[config.mk]
export PLATFORM = sky130hd
export DESIGN_NAME = two_level_quantum_round_robin_core_flat
export DESIGN_NICKNAME = d
export VERILOG_FILES = /design/src/hdl/qrr_pkg.sv /design/src/hdl/qrr_ifs.sv /design/src/hdl/qrr_slice_unit.sv /design/src/hdl/two_level_quantum_round_robin_core.sv /design/src/flat_wrapper.sv
export SDC_FILE = /design/constraint.sdc
export NUM_CORES = 1
export LEC_CHECK = 0
export BUFFER_PORTS_ARGS = -buffer_cell sky130_fd_sc_hd__buf_2
export CORE_MARGIN = 4
export CORE_UTILIZATION = 52
export DETAILED_ROUTE_END_ITERATION = 8
export PLACE_DENSITY = 0.83
export RECOVER_POWER = 25
export SKIP_CTS_REPAIR_TIMING = 1
export SLEW_MARGIN = 20
export SYNTH_ARGS = -nofsm -noshare
export SYNTH_HDL_FRONTEND = slang
export SYNTH_SLANG_ARGS = --single-unit
[constraint.sdc]
create_clock -name clk -period 5.3 [get_ports clk]
set_input_delay 0 -clock clk [delete_from_list [all_inputs] [get_ports clk]]
set_output_delay 0 -clock clk [all_outputs]
set_load 0.005 [all_outputs]
[src/hdl/qrr_pkg.sv]
// ----------------------------------------------------------------------------
// qrr_pkg: shared constants for the two-level quantum round-robin core
// Field widths, command codes, register indexes and parameter defaults.
// ----------------------------------------------------------------------------
package qrr_pkg;

    localparam int NUM_TASKS_DEF = 8;
    localparam int TIME_BITS_DEF = 8;

    localparam int TASK_IDX_W = 3;
    localparam int FIELD_TIME_W = 8;
    localparam int QUANTUM_W = 8;

    localparam int APB_ADDR_W = 3;
    localparam int APB_DATA_W = 32;

    localparam logic CMD_LOAD = 1'b0;
    localparam logic CMD_STEP = 1'b1;

    localparam logic CFG_IDX_QUANTUM_FIRST = 1'b0;
    localparam logic CFG_IDX_QUANTUM_SECOND = 1'b1;

    localparam logic [QUANTUM_W-1:0] QUANTUM_FIRST_RST = 8'd2;
    localparam logic [QUANTUM_W-1:0] QUANTUM_SECOND_RST = 8'd4;

endpackage

[src/hdl/qrr_ifs.sv]
// ----------------------------------------------------------------------------
// qrr_ifs: command and result channels of the round-robin core
// Valid/ready channels; a transfer happens when valid and ready are both high.
// ----------------------------------------------------------------------------
interface qrr_cmd_if;

    logic                                valid;
    logic                                ready;
    logic                                command;
    logic [qrr_pkg::TASK_IDX_W-1:0]      task_index;
    logic [qrr_pkg::FIELD_TIME_W-1:0]    burst_time;

    modport source (output valid, command, task_index, burst_time, input ready);
    modport sink (input valid, command, task_index, burst_time, output ready);

endinterface

interface qrr_res_if;

    logic                                valid;
    logic                                ready;
    logic                                ran;
    logic [qrr_pkg::TASK_IDX_W-1:0]      served_task;
    logic [qrr_pkg::FIELD_TIME_W-1:0]    time_spent;
    logic [qrr_pkg::FIELD_TIME_W-1:0]    time_left;
    logic                                finished;
    logic                                all_done;

    modport source (
        output valid, ran, served_task, time_spent, time_left, finished, all_done,
        input ready
    );
    modport sink (
        input valid, ran, served_task, time_spent, time_left, finished, all_done,
        output ready
    );

endinterface

[src/hdl/qrr_slice_unit.sv]
// ----------------------------------------------------------------------------
// qrr_slice_unit: shared quantum compare and subtract
// Picks the quantum for the entry's level and grants the lesser of it and
// the remaining time, using a single subtractor whose borrow is the compare.
// ----------------------------------------------------------------------------
module qrr_slice_unit #(
    parameter int TIME_BITS = qrr_pkg::TIME_BITS_DEF
) (
    input  logic [TIME_BITS-1:0]            remaining,
    input  logic                            level,
    input  logic [qrr_pkg::QUANTUM_W-1:0]   quantum_first,
    input  logic [qrr_pkg::QUANTUM_W-1:0]   quantum_second,
    output logic [TIME_BITS-1:0]            spent,
    output logic [TIME_BITS-1:0]            left,
    output logic                            finished
);

    localparam int WW = (TIME_BITS > qrr_pkg::QUANTUM_W) ? TIME_BITS : qrr_pkg::QUANTUM_W;

    logic [qrr_pkg::QUANTUM_W-1:0] quantum_sel;
    logic [qrr_pkg::QUANTUM_W-1:0] quantum_eff;
    logic [WW-1:0]                 rem_wide;
    logic [WW-1:0]                 quantum_wide;
    logic [WW:0]                   diff;
    logic                          borrow;

    always_comb
    begin
        quantum_sel  = level ? quantum_second : quantum_first;
        quantum_eff  = (quantum_sel == '0) ? qrr_pkg::QUANTUM_W'(1) : quantum_sel;
        rem_wide     = WW'(remaining);
        quantum_wide = WW'(quantum_eff);
        diff         = {1'b0, rem_wide} - {1'b0, quantum_wide};
        borrow       = diff[WW];
        spent        = borrow ? remaining : TIME_BITS'(quantum_wide);
        left         = borrow ? '0 : TIME_BITS'(diff[WW-1:0]);
        finished     = (left == '0);
    end

endmodule

[src/hdl/two_level_quantum_round_robin_core.sv]
// ----------------------------------------------------------------------------
// two_level_quantum_round_robin_core: two-level quantum round-robin scheduler
// Keeps a table of task entries; loads set burst times, steps serve the next
// entry with time left in wrapping index order and report the grant.
//
//   Channel   Direction  Transfer condition         Payload
//   cmd       in         cmd.valid && cmd.ready     command, task_index, burst_time
//   res       out        res.valid && res.ready     ran .. all_done
//   apb       in         psel && penable && pwrite  quantum_first, quantum_second
//
// A load completes in the cycle of its transfer and produces no result.
// A step starts a scan that visits table entries in wrapping index order,
// from 1 up to NUM_TASKS of them, since the scan reads one entry a cycle through the
// shared slice unit; with no time left anywhere the scan ends at once.
// After reset all entries are empty, the scan starts at entry 0 and the
// quanta are 2 and 4. A stalled result holds the scan in its last cycle.
// Loads are accepted while a result waits for its transfer.
// ----------------------------------------------------------------------------
module two_level_quantum_round_robin_core #(
    parameter int NUM_TASKS = qrr_pkg::NUM_TASKS_DEF,
    parameter int TIME_BITS = qrr_pkg::TIME_BITS_DEF
) (
    input  logic                            clk,
    input  logic                            rst_n,
    qrr_cmd_if.sink                         cmd,
    qrr_res_if.source                       res,
    input  logic                            psel,
    input  logic                            penable,
    input  logic                            pwrite,
    input  logic [qrr_pkg::APB_ADDR_W-1:0]  paddr,
    input  logic [qrr_pkg::APB_DATA_W-1:0]  pwdata,
    output logic [qrr_pkg::APB_DATA_W-1:0]  prdata,
    output logic                            pready
);

    localparam int IDX_W = $clog2(NUM_TASKS);
    localparam int CNT_W = $clog2(NUM_TASKS + 1);
    localparam int TIW = (IDX_W + 1 > qrr_pkg::TASK_IDX_W) ? IDX_W + 1 : qrr_pkg::TASK_IDX_W;
    localparam int BW = (TIME_BITS > qrr_pkg::FIELD_TIME_W) ? TIME_BITS : qrr_pkg::FIELD_TIME_W;

    localparam logic STATE_IDLE = 1'b0;
    localparam logic STATE_SCAN = 1'b1;

    logic                            state_reg, state_next;
    logic [TIME_BITS-1:0]            rem_reg [NUM_TASKS];
    logic [TIME_BITS-1:0]            rem_next [NUM_TASKS];
    logic [NUM_TASKS-1:0]            level_reg, level_next;
    logic [IDX_W-1:0]                next_ptr_reg, next_ptr_next;
    logic [IDX_W-1:0]                scan_ptr_reg, scan_ptr_next;
    logic [CNT_W-1:0]                active_cnt_reg, active_cnt_next;
    logic [qrr_pkg::QUANTUM_W-1:0]   quantum_first_reg, quantum_first_next;
    logic [qrr_pkg::QUANTUM_W-1:0]   quantum_second_reg, quantum_second_next;

    logic                            res_valid_reg, res_valid_next;
    logic                            res_ran_reg, res_ran_next;
    logic [qrr_pkg::TASK_IDX_W-1:0]  res_task_reg, res_task_next;
    logic [qrr_pkg::FIELD_TIME_W-1:0] res_spent_reg, res_spent_next;
    logic [qrr_pkg::FIELD_TIME_W-1:0] res_left_reg, res_left_next;
    logic                            res_finished_reg, res_finished_next;
    logic                            res_all_done_reg, res_all_done_next;

    logic                            cmd_xfer;
    logic                            cfg_write;
    logic                            out_free;
    logic [TIW-1:0]                  tidx_wide;
    logic                            load_ok;
    logic [IDX_W-1:0]                load_idx;
    logic [BW-1:0]                   burst_wide;
    logic [BW-1:0]                   time_max_wide;
    logic [TIME_BITS-1:0]            load_val;
    logic [IDX_W-1:0]                scan_ptr_inc;
    logic [TIME_BITS-1:0]            scan_rem;
    logic                            scan_found;
    logic [TIME_BITS-1:0]            slice_spent;
    logic [TIME_BITS-1:0]            slice_left;
    logic                            slice_finished;

    qrr_slice_unit #(
        .TIME_BITS (TIME_BITS)
    ) u_slice (
        .remaining      (scan_rem),
        .level          (level_reg[scan_ptr_reg]),
        .quantum_first  (quantum_first_reg),
        .quantum_second (quantum_second_reg),
        .spent          (slice_spent),
        .left           (slice_left),
        .finished       (slice_finished)
    );

    assign cmd.ready = (state_reg == STATE_IDLE);
    assign cmd_xfer = cmd.valid && cmd.ready;
    assign cfg_write = psel && penable && pwrite;
    assign pready = 1'b1;
    assign out_free = !res_valid_reg || res.ready;

    assign tidx_wide = TIW'(cmd.task_index);
    assign load_ok = (tidx_wide < TIW'(NUM_TASKS));
    assign load_idx = IDX_W'(tidx_wide);
    assign burst_wide = BW'(cmd.burst_time);
    assign time_max_wide = BW'({TIME_BITS{1'b1}});
    assign load_val = (burst_wide > time_max_wide) ? TIME_BITS'(time_max_wide)
                                                   : TIME_BITS'(burst_wide);

    assign scan_ptr_inc = (scan_ptr_reg == IDX_W'(NUM_TASKS - 1)) ? '0 : scan_ptr_reg + 1'b1;
    assign scan_rem = rem_reg[scan_ptr_reg];
    assign scan_found = (scan_rem != '0);

    always_comb
    begin
        state_next          = state_reg;
        rem_next            = rem_reg;
        level_next          = level_reg;
        next_ptr_next       = next_ptr_reg;
        scan_ptr_next       = scan_ptr_reg;
        active_cnt_next     = active_cnt_reg;
        quantum_first_next  = quantum_first_reg;
        quantum_second_next = quantum_second_reg;
        res_valid_next      = res_valid_reg && !res.ready;
        res_ran_next        = res_ran_reg;
        res_task_next       = res_task_reg;
        res_spent_next      = res_spent_reg;
        res_left_next       = res_left_reg;
        res_finished_next   = res_finished_reg;
        res_all_done_next   = res_all_done_reg;

        if (cfg_write)
        begin
            unique case (paddr[2])
                qrr_pkg::CFG_IDX_QUANTUM_FIRST:  quantum_first_next = pwdata[7:0];
                qrr_pkg::CFG_IDX_QUANTUM_SECOND: quantum_second_next = pwdata[7:0];
                default: ;
            endcase
        end

        unique case (state_reg)
            STATE_IDLE:
            begin
                if (cmd_xfer)
                begin
                    if (cmd.command == qrr_pkg::CMD_STEP)
                    begin
                        scan_ptr_next = next_ptr_reg;
                        state_next    = STATE_SCAN;
                    end
                    else if (load_ok)
                    begin
                        rem_next[load_idx]   = load_val;
                        level_next[load_idx] = 1'b0;
                        if ((rem_reg[load_idx] == '0) && (load_val != '0))
                            active_cnt_next = active_cnt_reg + 1'b1;
                        else if ((rem_reg[load_idx] != '0) && (load_val == '0))
                            active_cnt_next = active_cnt_reg - 1'b1;
                    end
                end
            end
            STATE_SCAN:
            begin
                if (active_cnt_reg == '0)
                begin
                    if (out_free)
                    begin
                        res_valid_next    = 1'b1;
                        res_ran_next      = 1'b0;
                        res_task_next     = '0;
                        res_spent_next    = '0;
                        res_left_next     = '0;
                        res_finished_next = 1'b0;
                        res_all_done_next = 1'b1;
                        state_next        = STATE_IDLE;
                    end
                end
                else if (scan_found)
                begin
                    if (out_free)
                    begin
                        rem_next[scan_ptr_reg] = slice_left;
                        if (!slice_finished)
                            level_next[scan_ptr_reg] = 1'b1;
                        if (slice_finished)
                            active_cnt_next = active_cnt_reg - 1'b1;
                        next_ptr_next     = scan_ptr_inc;
                        res_valid_next    = 1'b1;
                        res_ran_next      = 1'b1;
                        res_task_next     = qrr_pkg::TASK_IDX_W'(scan_ptr_reg);
                        res_spent_next    = qrr_pkg::FIELD_TIME_W'(slice_spent);
                        res_left_next     = qrr_pkg::FIELD_TIME_W'(slice_left);
                        res_finished_next = slice_finished;
                        res_all_done_next = slice_finished && (active_cnt_reg == CNT_W'(1));
                        state_next        = STATE_IDLE;
                    end
                end
                else
                begin
                    scan_ptr_next = scan_ptr_inc;
                end
            end
            default: state_next = STATE_IDLE;
        endcase
    end

    always_ff @(posedge clk or negedge rst_n)
    begin
        if (!rst_n)
        begin
            state_reg          <= STATE_IDLE;
            for (int i = 0; i < NUM_TASKS; i++)
            begin
                rem_reg[i] <= '0;
            end
            level_reg          <= '0;
            next_ptr_reg       <= '0;
            scan_ptr_reg       <= '0;
            active_cnt_reg     <= '0;
            quantum_first_reg  <= qrr_pkg::QUANTUM_FIRST_RST;
            quantum_second_reg <= qrr_pkg::QUANTUM_SECOND_RST;
            res_valid_reg      <= 1'b0;
        end
        else
        begin
            state_reg          <= state_next;
            rem_reg            <= rem_next;
            level_reg          <= level_next;
            next_ptr_reg       <= next_ptr_next;
            scan_ptr_reg       <= scan_ptr_next;
            active_cnt_reg     <= active_cnt_next;
            quantum_first_reg  <= quantum_first_next;
            quantum_second_reg <= quantum_second_next;
            res_valid_reg      <= res_valid_next;
        end
    end

    always_ff @(posedge clk)
    begin
        res_ran_reg      <= res_ran_next;
        res_task_reg     <= res_task_next;
        res_spent_reg    <= res_spent_next;
        res_left_reg     <= res_left_next;
        res_finished_reg <= res_finished_next;
        res_all_done_reg <= res_all_done_next;
    end

    always_comb
    begin
        unique case (paddr[2])
            qrr_pkg::CFG_IDX_QUANTUM_FIRST:
                prdata = qrr_pkg::APB_DATA_W'(quantum_first_reg);
            qrr_pkg::CFG_IDX_QUANTUM_SECOND:
                prdata = qrr_pkg::APB_DATA_W'(quantum_second_reg);
            default:
                prdata = '0;
        endcase
    end

    assign res.valid       = res_valid_reg;
    assign res.ran         = res_ran_reg;
    assign res.served_task = res_task_reg;
    assign res.time_spent  = res_spent_reg;
    assign res.time_left   = res_left_reg;
    assign res.finished    = res_finished_reg;
    assign res.all_done    = res_all_done_reg;

endmodule

[src/flat_wrapper.sv]
// flat-port wrapper written by rule: the top's interface ports become plain ports
module two_level_quantum_round_robin_core_flat 
#(
    parameter int NUM_TASKS = qrr_pkg::NUM_TASKS_DEF,
    parameter int TIME_BITS = qrr_pkg::TIME_BITS_DEF
)
  (clk, rst_n, psel, penable, pwrite, paddr, pwdata, prdata, pready, cmd_valid, cmd_command, cmd_task_index, cmd_burst_time, cmd_ready, res_valid, res_ran, res_served_task, res_time_spent, res_time_left, res_finished, res_all_done, res_ready);
  qrr_cmd_if cmd_i ();
  qrr_res_if res_i ();
  input  logic clk;
  input  logic rst_n;
  input  logic psel;
  input  logic penable;
  input  logic pwrite;
  input  logic [qrr_pkg::APB_ADDR_W-1:0] paddr;
  input  logic [qrr_pkg::APB_DATA_W-1:0] pwdata;
  output logic [qrr_pkg::APB_DATA_W-1:0] prdata;
  output logic pready;
  input wire logic [$bits(cmd_i.valid)-1:0] cmd_valid;
  input wire logic [$bits(cmd_i.command)-1:0] cmd_command;
  input wire logic [$bits(cmd_i.task_index)-1:0] cmd_task_index;
  input wire logic [$bits(cmd_i.burst_time)-1:0] cmd_burst_time;
  output wire logic [$bits(cmd_i.ready)-1:0] cmd_ready;
  output wire logic [$bits(res_i.valid)-1:0] res_valid;
  output wire logic [$bits(res_i.ran)-1:0] res_ran;
  output wire logic [$bits(res_i.served_task)-1:0] res_served_task;
  output wire logic [$bits(res_i.time_spent)-1:0] res_time_spent;
  output wire logic [$bits(res_i.time_left)-1:0] res_time_left;
  output wire logic [$bits(res_i.finished)-1:0] res_finished;
  output wire logic [$bits(res_i.all_done)-1:0] res_all_done;
  input wire logic [$bits(res_i.ready)-1:0] res_ready;
  assign cmd_i.valid = cmd_valid;
  assign cmd_i.command = cmd_command;
  assign cmd_i.task_index = cmd_task_index;
  assign cmd_i.burst_time = cmd_burst_time;
  assign cmd_ready = cmd_i.ready;
  assign res_valid = res_i.valid;
  assign res_ran = res_i.ran;
  assign res_served_task = res_i.served_task;
  assign res_time_spent = res_i.time_spent;
  assign res_time_left = res_i.time_left;
  assign res_finished = res_i.finished;
  assign res_all_done = res_i.all_done;
  assign res_i.ready = res_ready;
  two_level_quantum_round_robin_core #(.NUM_TASKS(NUM_TASKS), .TIME_BITS(TIME_BITS)) u_core (.clk(clk), .rst_n(rst_n), .cmd(cmd_i), .res(res_i), .psel(psel), .penable(penable), .pwrite(pwrite), .paddr(paddr), .pwdata(pwdata), .prdata(prdata), .pready(pready));
endmodule
* Yosys cells after proc, flatten, opt, wreduce, memory -nomap -nowiden
Cells that the tools add are included.
** Storage, ports and cells
- Output and inout bits :: 57
- Bits in registers :: 122
- Word-level logic and storage cells :: 174
** Operators by class
- Equal/unequal tests :: 13
- Magnitude comparators :: 10
- Reduce and logical (&&, ||, !) cells :: 31
- Bitwise logic cells :: 8
- Add/sub/neg operators :: 4
- Muxes and demuxes :: 86
** Operators by type and width (count)
- $mux W64 :: 6
- $mux W8 :: 25
- $bwmux W64 :: 2
- $pmux W64 S2 :: 1
- $pmux W32 S2 :: 1
- $bmux W8 S3 :: 2
- $demux W8 S3 :: 2
- $mux W4 :: 9
- $logic_not A8 Y1 :: 4
- $mux W3 :: 9
- $reduce_bool A8 Y1 :: 3
- $mux W1 :: 22
- $ne A2 B2 Y1 const B :: 10
- $pmux W8 S2 :: 1
- $lt A3 B4 Y1 const B :: 3
- $logic_and A1 B1 Y1 :: 11
- $sub A8 B8 Y9 :: 1
- $and A8 B8 Y8 :: 1
- $ge A4 B4 Y1 const B :: 2
- $gt A8 B8 Y1 const B :: 1
- $lt A4 B1 Y1 const B :: 2
- $not A3 Y4 :: 2
- $not A8 Y8 :: 1
- $or A8 B8 Y8 :: 1
- 23 further kinds :: 30

* Longest topological paths before layout
Gate-level depths: netlist (run 1).
- Depth after elaboration :: 13
- Mapped depth :: 20

* Modules after synthesis
Synthesis (run 1) repeated with hierarchy kept, for this count alone.
** Unflattened totals
- Cells, all modules :: 780
- Area total of the unflattened synthesis :: 7893.8 µm²
** By module, submodules not included
- two_level_quantum_round_robin_core :: area each 7224.4 µm², cells an instance 685, times used 1
- qrr_slice_unit :: area each 669.4 µm², cells an instance 95, times used 1

* Worst setup path before layout (run 1)
OpenSTA, ideal clock, no wires.
- Path kind :: register to register
- Start point :: reg u_core.scan_ptr_reg[1]
- End point :: reg u_core.rem_reg[32] (netlist name)
- Arrival :: 5407 ps
- Setup time :: 125 ps
- Required time :: 5175 ps
- Stages on the path, launching flop included :: 20
- Path buffers :: 5
- Path slack :: -232 ps
- Cell sequence :: dfrtp_1 > buf_2 > buf_2 > buf_2 > buf_2 > mux4_2 > mux2i_1 > mux2i_1 > nand4_1 > o21ai_0 > ha_1 > inv_1 > fa_1 > a211oi_1 > o21ai_0 > a211o_1 > o21ai_1 > clkbuf_1 > o32ai_1 > mux2_2
** On the way
- Cells in the longest elaborated chain, start to end :: 12
- Elaborated cells between the ends (all ways) :: 24
** RTL lines
- from (decl) :: RTL line two_level_quantum_round_robin_core.sv:49 : logic [IDX_W-1:0] scan_ptr_reg, scan_ptr_next;
- from (signal assigned) :: RTL line two_level_quantum_round_robin_core.sv:224 : scan_ptr_reg <= scan_ptr_next;
- $bmux W1 S3 :: RTL line two_level_quantum_round_robin_core.sv:82 : .level (level_reg[scan_ptr_reg]),
- $mux W1 (implied by the code) :: RTL line two_level_quantum_round_robin_core.sv:82
- $mux W8 :: RTL line qrr_slice_unit.sv:29 : quantum_sel = level ? quantum_second : quantum_first;
- $logic_not A8 Y1 :: RTL line qrr_slice_unit.sv:30 : quantum_eff = (quantum_sel == '0) ? qrr_pkg::QUANTUM_W'(1) : quantum_sel;
- $mux W8 :: RTL line qrr_slice_unit.sv:30
- $sub A8 B8 Y9 :: RTL line qrr_slice_unit.sv:33 : diff = {1'b0, rem_wide} - {1'b0, quantum_wide};
- $mux W8 :: RTL line qrr_slice_unit.sv:36 : left = borrow ? '0 : TIME_BITS'(diff[WW-1:0]);
- $bwmux W64 :: RTL line two_level_quantum_round_robin_core.sv:176 : rem_next[scan_ptr_reg] = slice_left;
- $mux W64 :: RTL line two_level_quantum_round_robin_core.sv:174 : if (out_free)
- $mux W64 :: RTL line two_level_quantum_round_robin_core.sv:172 : else if (scan_found)
- $mux W64 :: RTL line two_level_quantum_round_robin_core.sv:158 : if (active_cnt_reg == '0)
- $pmux W64 S2 :: RTL line two_level_quantum_round_robin_core.sv:135 : unique case (state_reg)
- to (signal assigned) :: RTL line two_level_quantum_round_robin_core.sv:221 : rem_reg <= rem_next;
- to (decl) :: RTL line two_level_quantum_round_robin_core.sv:45 : logic [TIME_BITS-1:0] rem_reg [NUM_TASKS];
Several ways; a longest one is shown, not always the timed one. The select of a mux whose other input is x is not followed.
A chain may end at the register's enable or synchronous reset.

* Final worst setup path (run 1)
- Start point :: reg u_core.scan_ptr_reg[1]
- End point :: reg u_core.active_cnt_reg[3]
** On the way
- Cells in the longest elaborated chain, start to end :: 10
- Elaborated cells between the ends (all ways) :: 16
** RTL lines
- $bmux W1 S3 :: RTL line two_level_quantum_round_robin_core.sv:82
- $mux W1 (implied by the code) :: RTL line two_level_quantum_round_robin_core.sv:82
- $mux W8 :: RTL line qrr_slice_unit.sv:29
- $logic_not A8 Y1 :: RTL line qrr_slice_unit.sv:30
- $mux W8 :: RTL line qrr_slice_unit.sv:30
- $sub A8 B8 Y9 :: RTL line qrr_slice_unit.sv:33
- $mux W8 :: RTL line qrr_slice_unit.sv:36
- $logic_not A8 Y1 :: RTL line qrr_slice_unit.sv:37 : finished = (left == '0);
- $ne A2 B2 Y1 (no source line)
- $reduce_and A8 Y1 (no source line) *
- to (signal assigned) :: RTL line two_level_quantum_round_robin_core.sv:225 : active_cnt_reg <= active_cnt_next;
- to (decl) :: RTL line two_level_quantum_round_robin_core.sv:50 : logic [CNT_W-1:0] active_cnt_reg, active_cnt_next;
Mark *: on every way between the ends. The rest lies on a longest branch, timed or not. The select of a mux whose other input is x is not followed.

==> metrics, run 1 <==
Initial Utilization=53.76%; number of antenna violations at the first check in global routing=0; gr busiest metal=met2; Seq/Total Area, Yosys=43.94%; CTS max path bufs=2; top cells by area, synth=dfrtp_1 (34%), mux2_2 (9.7%), edfxtp_1 (9.2%); top cell type by total area after synthesis=dfrtp_1; first-pass GRT wire length=34450 um; Setup CP Type=register to register; fin. max-slew vios=31; fmax=200.0 MHz; RSZ-0062 raised after global routing=false; Slew HR=-9.997%; Post-route DRC=0; FF-to-FF Start=u_core.scan_ptr_reg[1]; TritonCTS clock tree=built; ys async rst share=81.97%; Mapped Area=7204 sq um; CP arrival=5.35 ns; Hold Path Depth=4; DRT iter0 DRCs=901; launch point of the critical path=u_core.scan_ptr_reg[1]; Chip Height=125.7 um; Clock Skew=0.01104 ns; crit-path max cell delay=0.58 ns; CTS Buf Count=17; Pleak=3.524 nW; DR pass1 iterations=6; Hold Fails Final Rpt=2; DR vias=6442; CP Capture Point=u_core.active_cnt_reg[3]; synthesized area per cell=10.38 sq um; Mapped Cells=694; setup TNS=0 ns; CTS Root Buffer Type=clkbuf_16; share of layout cells above drive strength 1=21.20%; number of clock sinks=122; CP cell instances=mux4_2 -> mux2i_4 -> buf_12 -> mux2i_1 -> nand4_1 -> o21ai_1 -> ha_1 -> inv_1 -> fa_1 -> a211oi_1 -> o21ai_0 -> a211o_1 -> o21ai_2 -> o2111ai_1 -> a221oi_1 -> xor2_1; PortBufs=59; max-cap viol count=1; Die Width=125.7 um; met3 Use GR=7.917%; final wirelength=22180 um; gr ovfl total=0; outcome=finished, violations left; clock slew at the register clock pins of the worst setup and hold paths=0.06 ns; met1 Use GR=36.98%; critical path required time=5.65 ns; Post-synth top cells=dfrtp_1 (98), mux2_2 (62), nor2_1 (55), nand2_1 (34), o21ai_0 (33); minimum clock period=4.999 ns; Crit Reg-Reg Endpoint=u_core.active_cnt_reg[3]; vias in the first global route=6249; Top FF cell, synth=dfrtp_1; clk_lat worst skew=0.42 ns; CTS H-tree lvls=4; number of synthesized flops with an enable pin=22; worst slew pin tran=1.650 ns; failing checks=negative hold slack, max-capacitance violations, max-slew violations; RePlAce Congestion=0.9667; CP startpoint kind=register; fin crit share=94.33%; r2r setup slk=0.30 ns; pin count of the biggest net entering global routing=72; P&R area growth vs syn=16.26%; Synth warnings=0; most frequent cell after synthesis=dfrtp_1; Tot Pwr=6.898 mW; Max VDD drop=0.0003852 V; crit path max-delay cell type=mux4_2; Seq cells post-synth=122; # diodes=0; crit end category=register; dpl hpwl=15980 um; Final Setup Violations=0; NumNets Final=840; R2R depth=16; core area=13400 sq um; I/O pin count=111; Total GRT Usage=27.70%; GR Util met2=42.64%; Area after DPL=7645 sq um; Filler cells=1096; min-delay worst type=input port to register; die area=15800 sq um; design area=8376 sq um; Yosys top cell area share=34.04%; max reg flops=64; P per Cell Area=823.6 nW/um^2; WHS=-0.009964 ns; worst-path maximum fanout=10; Antenna Violating Nets Remaining=0; number of vias per cell=6.717; WL/cell=23.13 um; std cell rows=42; Synth cell types=60
report_power, final:
part	internal, mW	leakage [nW]	switching [mW]
logic	1.44	1.76	2.52
registers	1.45	1.50	0.315
clock network	0.736	0.270	0.431
total	3.63	3.52	3.27
critical path, delay by kind of cell, from the launching register on:
kind,cells,cell delay [ns]
AO/OA/AOI/OAI,7,2.21
multiplexers,3,1.07
adder cells (fa/ha/maj),2,0.57
flip-flops,1,0.53
buffers and inverters,2,0.21
XOR/XNOR,1,0.17
AND/OR/NAND/NOR,1,0.15
logic make-up (layout without fill, tap and decap cells):
| group | after synthesis | count (layout) | share of synthesized area, % |
|---|---|---|---|
| buffers and inverters | 81 | 147 | 5.679 |
| other | 2 | 25 | 0.1042 |
| DFF | 122 | 122 | 43.94 |
| AOI/OAI and AO/OA | 203 | 203 | 20.67 |
| xor gates and xnor gates | 6 | 6 | 0.7294 |
| muxes | 87 | 87 | 13.88 |
| adders and majority gates | 16 | 16 | 2.883 |
| and+or+nand+nor | 177 | 177 | 12.12 |
how the worst min path moves through the flow:
stage / startpoint / endpoint / slack [ns]
after CTS: rst_n / u_core.rem_reg[44] / -0.50
final: cmd_command / u_core.scan_ptr_reg[0] / -0.01
after global routing: cmd_burst_time[1] / u_core.rem_reg[25] / 0.01
after floorplan: rst_n / u_core.active_cnt_reg[0] / -0.30
after global placement: rst_n / u_core.rem_reg[44] / -0.05
after detailed placement: rst_n / u_core.rem_reg[11] / -0.04
cell type report:
cell class / instances / area (sq um) / share of cell area, %
Multi-Input combinational cell: 514 / 3732 / 44.56
Inverter: 20 / 75.07 / 0.8963
Timing Repair Buffer: 95 / 595.6 / 7.111
Clock buffer: 20 / 436.7 / 5.214
Sequential cell: 122 / 3166 / 37.80
Clock inverter: 12 / 150.1 / 1.793
Tap cell: 176 / 220.2 / 2.629
placed cells by master, fill, tap and decap left out, types with 8 or more instances in the layout:
master,n
nor3_1,16
a22o_1,17
nand3_1,12
buf_2,45
clkbuf_1,17
nand2_1,34
o21ai_0,32
nor2b_1,8
nor2_1,55
ha_1,15
inv_1,20
clkbuf_16,17
o22ai_1,24
a221oi_1,10
buf_4,21
mux2i_1,19
mux2_2,61
conb_1,25
o2bb2ai_1,24
a22oi_1,26
dlygate4sd3_1,14
a21oi_1,9
nor4_1,11
dfrtp_1,98
edfxtp_1,22
nand2b_1,8
a211oi_1,15
metrics by stage:
stage          utilization, %  setup WS (ns)  cells  hold WS, ns
6_report                62.50         0.3006    959    -0.009964
4_1_cts                 61.43       -0.07543    944      -0.5003
2_1_floorplan               -         0.1057    717      -0.2956
3_3_place_gp            57.05         0.2177    912     -0.05230
5_1_grt                 62.50        0.03261    959      0.01435
3_5_place_dp            57.05       -0.02742    912     -0.04416
per-layer routing:
metal	part of all wire, %	vias up
met5	0	-
met4	3.7	0
met3	11	86
met2	46	469
met1	40	3115
li1	-	2772
Note: power is estimated with default switching activity, not from simulation.
==> inputs of run 2 (changes only) <==
Settings changed: PLACE_DENSITY 0.83 to default, PLACE_DENSITY_LB_ADDON from default to 0.12.
==> metrics, run 2 (synthesized netlist as in run 1, its figures left out) <==
outcome=finished, violations left; failing checks=max-capacitance violations, max-slew violations; Hold Fails Final Rpt=0 (-2); setup ws final=0.2099 ns (-0.09065 ns); pin count of the biggest net entering global routing=71 (-1.4%); final wirelength=22510 um (+1.5%); CP bufs+invs=2 (unchanged); Final Setup Violations=0 (unchanged); Setup CP Type=register to register; Filler cells=1114 (+1.6%); worst-path maximum fanout=8 (-2); DP Cell Count=909 (-0.33%); CP startpoint kind=register; share of layout cells above drive strength 1=21.13% (-0.066 points); CTS max path bufs=2 (unchanged); most frequent cells in the layout=dfrtp_1 (98), mux2_2 (62), nor2_1 (53); CP cell instances=mux4_2 -> mux2i_4 -> mux2i_1 -> nand4_1 -> o21ai_0 -> buf_4 -> ha_1 -> inv_1 -> fa_1 -> a211oi_1 -> o21ai_0 -> a211o_1 -> a31oi_1 -> o2111ai_1 -> a221oi_1 -> xor2_1; core area=13400 sq um (unchanged); critical path required time=5.65 ns (about the same); P&R area growth vs syn=15.54%; number of vias per cell=6.638 (-1.2%); number of antenna violations at the first check in global routing=0 (unchanged); Total GRT Usage=28.25% (+0.55 points); Post-route DRC=0 (unchanged); NumNets Final=833 (-0.83%); min-delay worst type=input port to register; fmax=196.5 MHz (-1.8%); Hold Crit Start=cmd_valid; delay-heaviest family, CP=compound AO/OA/AOI/OAI gates; std cell rows=42 (unchanged); R2R depth=16 (unchanged); CTS Root Buffer Type=clkbuf_16; worst slew pin tran=1.654 ns (+0.003696 ns); DR vias=6319 (-1.9%); clock slew at the register clock pins of the worst setup and hold paths=0.06 ns (about the same); DR pass1 iterations=5 (-1); clk_lat worst skew=0.43 ns (about the same); dpl hpwl=16040 um (+0.38%); # diodes=0 (unchanged); Tot Pwr=6.785 mW (-1.6%); WL/cell=23.64 um (+2.2%); most common cell after layout, fill and taps aside=dfrtp_1; DRT iter0 DRCs=774 (-14%); Finished Layout Cells=952 (-0.73%); FF-to-FF Start=u_core.scan_ptr_reg[1]; die area=15800 sq um (unchanged); gr ovfl total=0 (unchanged); Worst path most repeated cell=o21ai_0; hold path endpoint=u_core.scan_ptr_reg[0]; Pleak=3.515 nW (-0.25%); max reg flops=64 (unchanged); max-cap viol count=1 (unchanged); CP arrival=5.44 ns (+0.09 ns); Antenna Violating Nets Remaining=0 (unchanged); final core utilization=62.12% (-0.38 points); Chip Height=125.7 um (unchanged); Max VDD drop=0.0003716 V (-3.5%); crit end category=register; fin crit share=96.04% (+1.7 points); P per Cell Area=815.1 nW/um^2 (-1.0%); number of clock sinks=122 (unchanged); Slew HR=-10.24% (-0.25 points); CTS H-tree lvls=4 (unchanged); RePlAce Congestion=0.9980 (+3.2%); I/O pin count=111 (unchanged); minimum clock period=5.090 ns (+0.09065 ns); Clock Skew=0.007856 ns (-0.003189 ns); Hold Path Depth=4 (unchanged); Die Width=125.7 um (unchanged); RSZ-0062 raised after global routing=false; first-pass GRT wire length=34770 um (+0.92%); Initial Utilization=53.76% (unchanged); TritonCTS clock tree=built; vias in the first global route=6178 (-1.1%); Crit Reg-Reg Endpoint=u_core.active_cnt_reg[3]; crit-path max cell delay=0.55 ns (-0.03 ns); r2r setup slk=0.21 ns (-0.09 ns); fin. max-slew vios=32 (+3.2%); CTS Buf Count=17 (unchanged); PortBufs=59 (unchanged); dpl ws=0.1047 ns (+0.1321 ns); crit path max-delay cell type=mux4_2; setup TNS=0 ns (unchanged)
[run 2: changes by cell type in the layout (fill, tap and decap cells not counted), moves of 2 or more]
cell	before	now
buf_4	21	18
clkbuf_1	17	14
buf_2	45	47
dlygate4sd3_1	14	11
clkinv_1	1	5
nor2_1	55	53
clkinvlp_4	5	0
nor2_2	0	2
[run 2: stage by stage]
stage          hold slack (ns)  area, sq um
2_1_floorplan          -0.2956         7303
3_3_place_gp          -0.05187         7622
3_5_place_dp          -0.04419         7622
4_1_cts                -0.4924         8223
5_1_grt              0.0002355         8324
6_report              0.002923         8324
[run 2: worst max path at each step]
stage	startpoint	end	depth (start not counted)
final	u_core.scan_ptr_reg[1]	u_core.active_cnt_reg[3]	16
after global routing	u_core.scan_ptr_reg[1]	u_core.active_cnt_reg[3]	16
after CTS	u_core.scan_ptr_reg[1]	u_core.rem_reg[4]	16
after detailed placement	u_core.scan_ptr_reg[1]	u_core.rem_reg[4]	16
after global placement	u_core.scan_ptr_reg[1]	u_core.rem_reg[19]	16
after floorplan	u_core.scan_ptr_reg[1]	u_core.rem_reg[32]	19
[run 2: report_power, final]
part	internal, mW	switching [mW]
Sequential	1.45	0.285
Clock	0.786	0.408
Combinational	1.37	2.48
Total	3.61	3.17
[run 2: worst reg2reg max path: stages, from the launching register on]
cell and delay [ns]:
dfrtp_1 0.43, mux4_2 0.55, mux2i_4 0.42, mux2i_1 0.37
nand4_1 0.12, o21ai_0 0.18, buf_4 0.15, ha_1 0.14
inv_1 0.05, fa_1 0.41, a211oi_1 0.40, o21ai_0 0.27
a211o_1 0.38, a31oi_1 0.27, o2111ai_1 0.28, a221oi_1 0.42
xor2_1 0.17
[run 2: layout make-up]
class / count / area (sq um) / share of cell area [%]
clock buffer: 20 / 446.7 / 5.366
tap: 176 / 220.2 / 2.645
clock inverter: 12 / 153.9 / 1.849
multi-input combinational: 514 / 3737 / 44.90
inverter: 20 / 75.07 / 0.9018
sequential: 122 / 3166 / 38.03
timing repair buffer: 88 / 525.5 / 6.313
[run 2: routing by layer]
layer	up-vias	part of all wire (%)	global-route usage, %	routed length [um]
met5	-	0	0	0
met4	0	4.0	12.76	898
met3	80	9.4	7.790	2117
met2	384	46	43.30	10350
met1	3096	41	37.58	9140
li1	2759	-	-	-
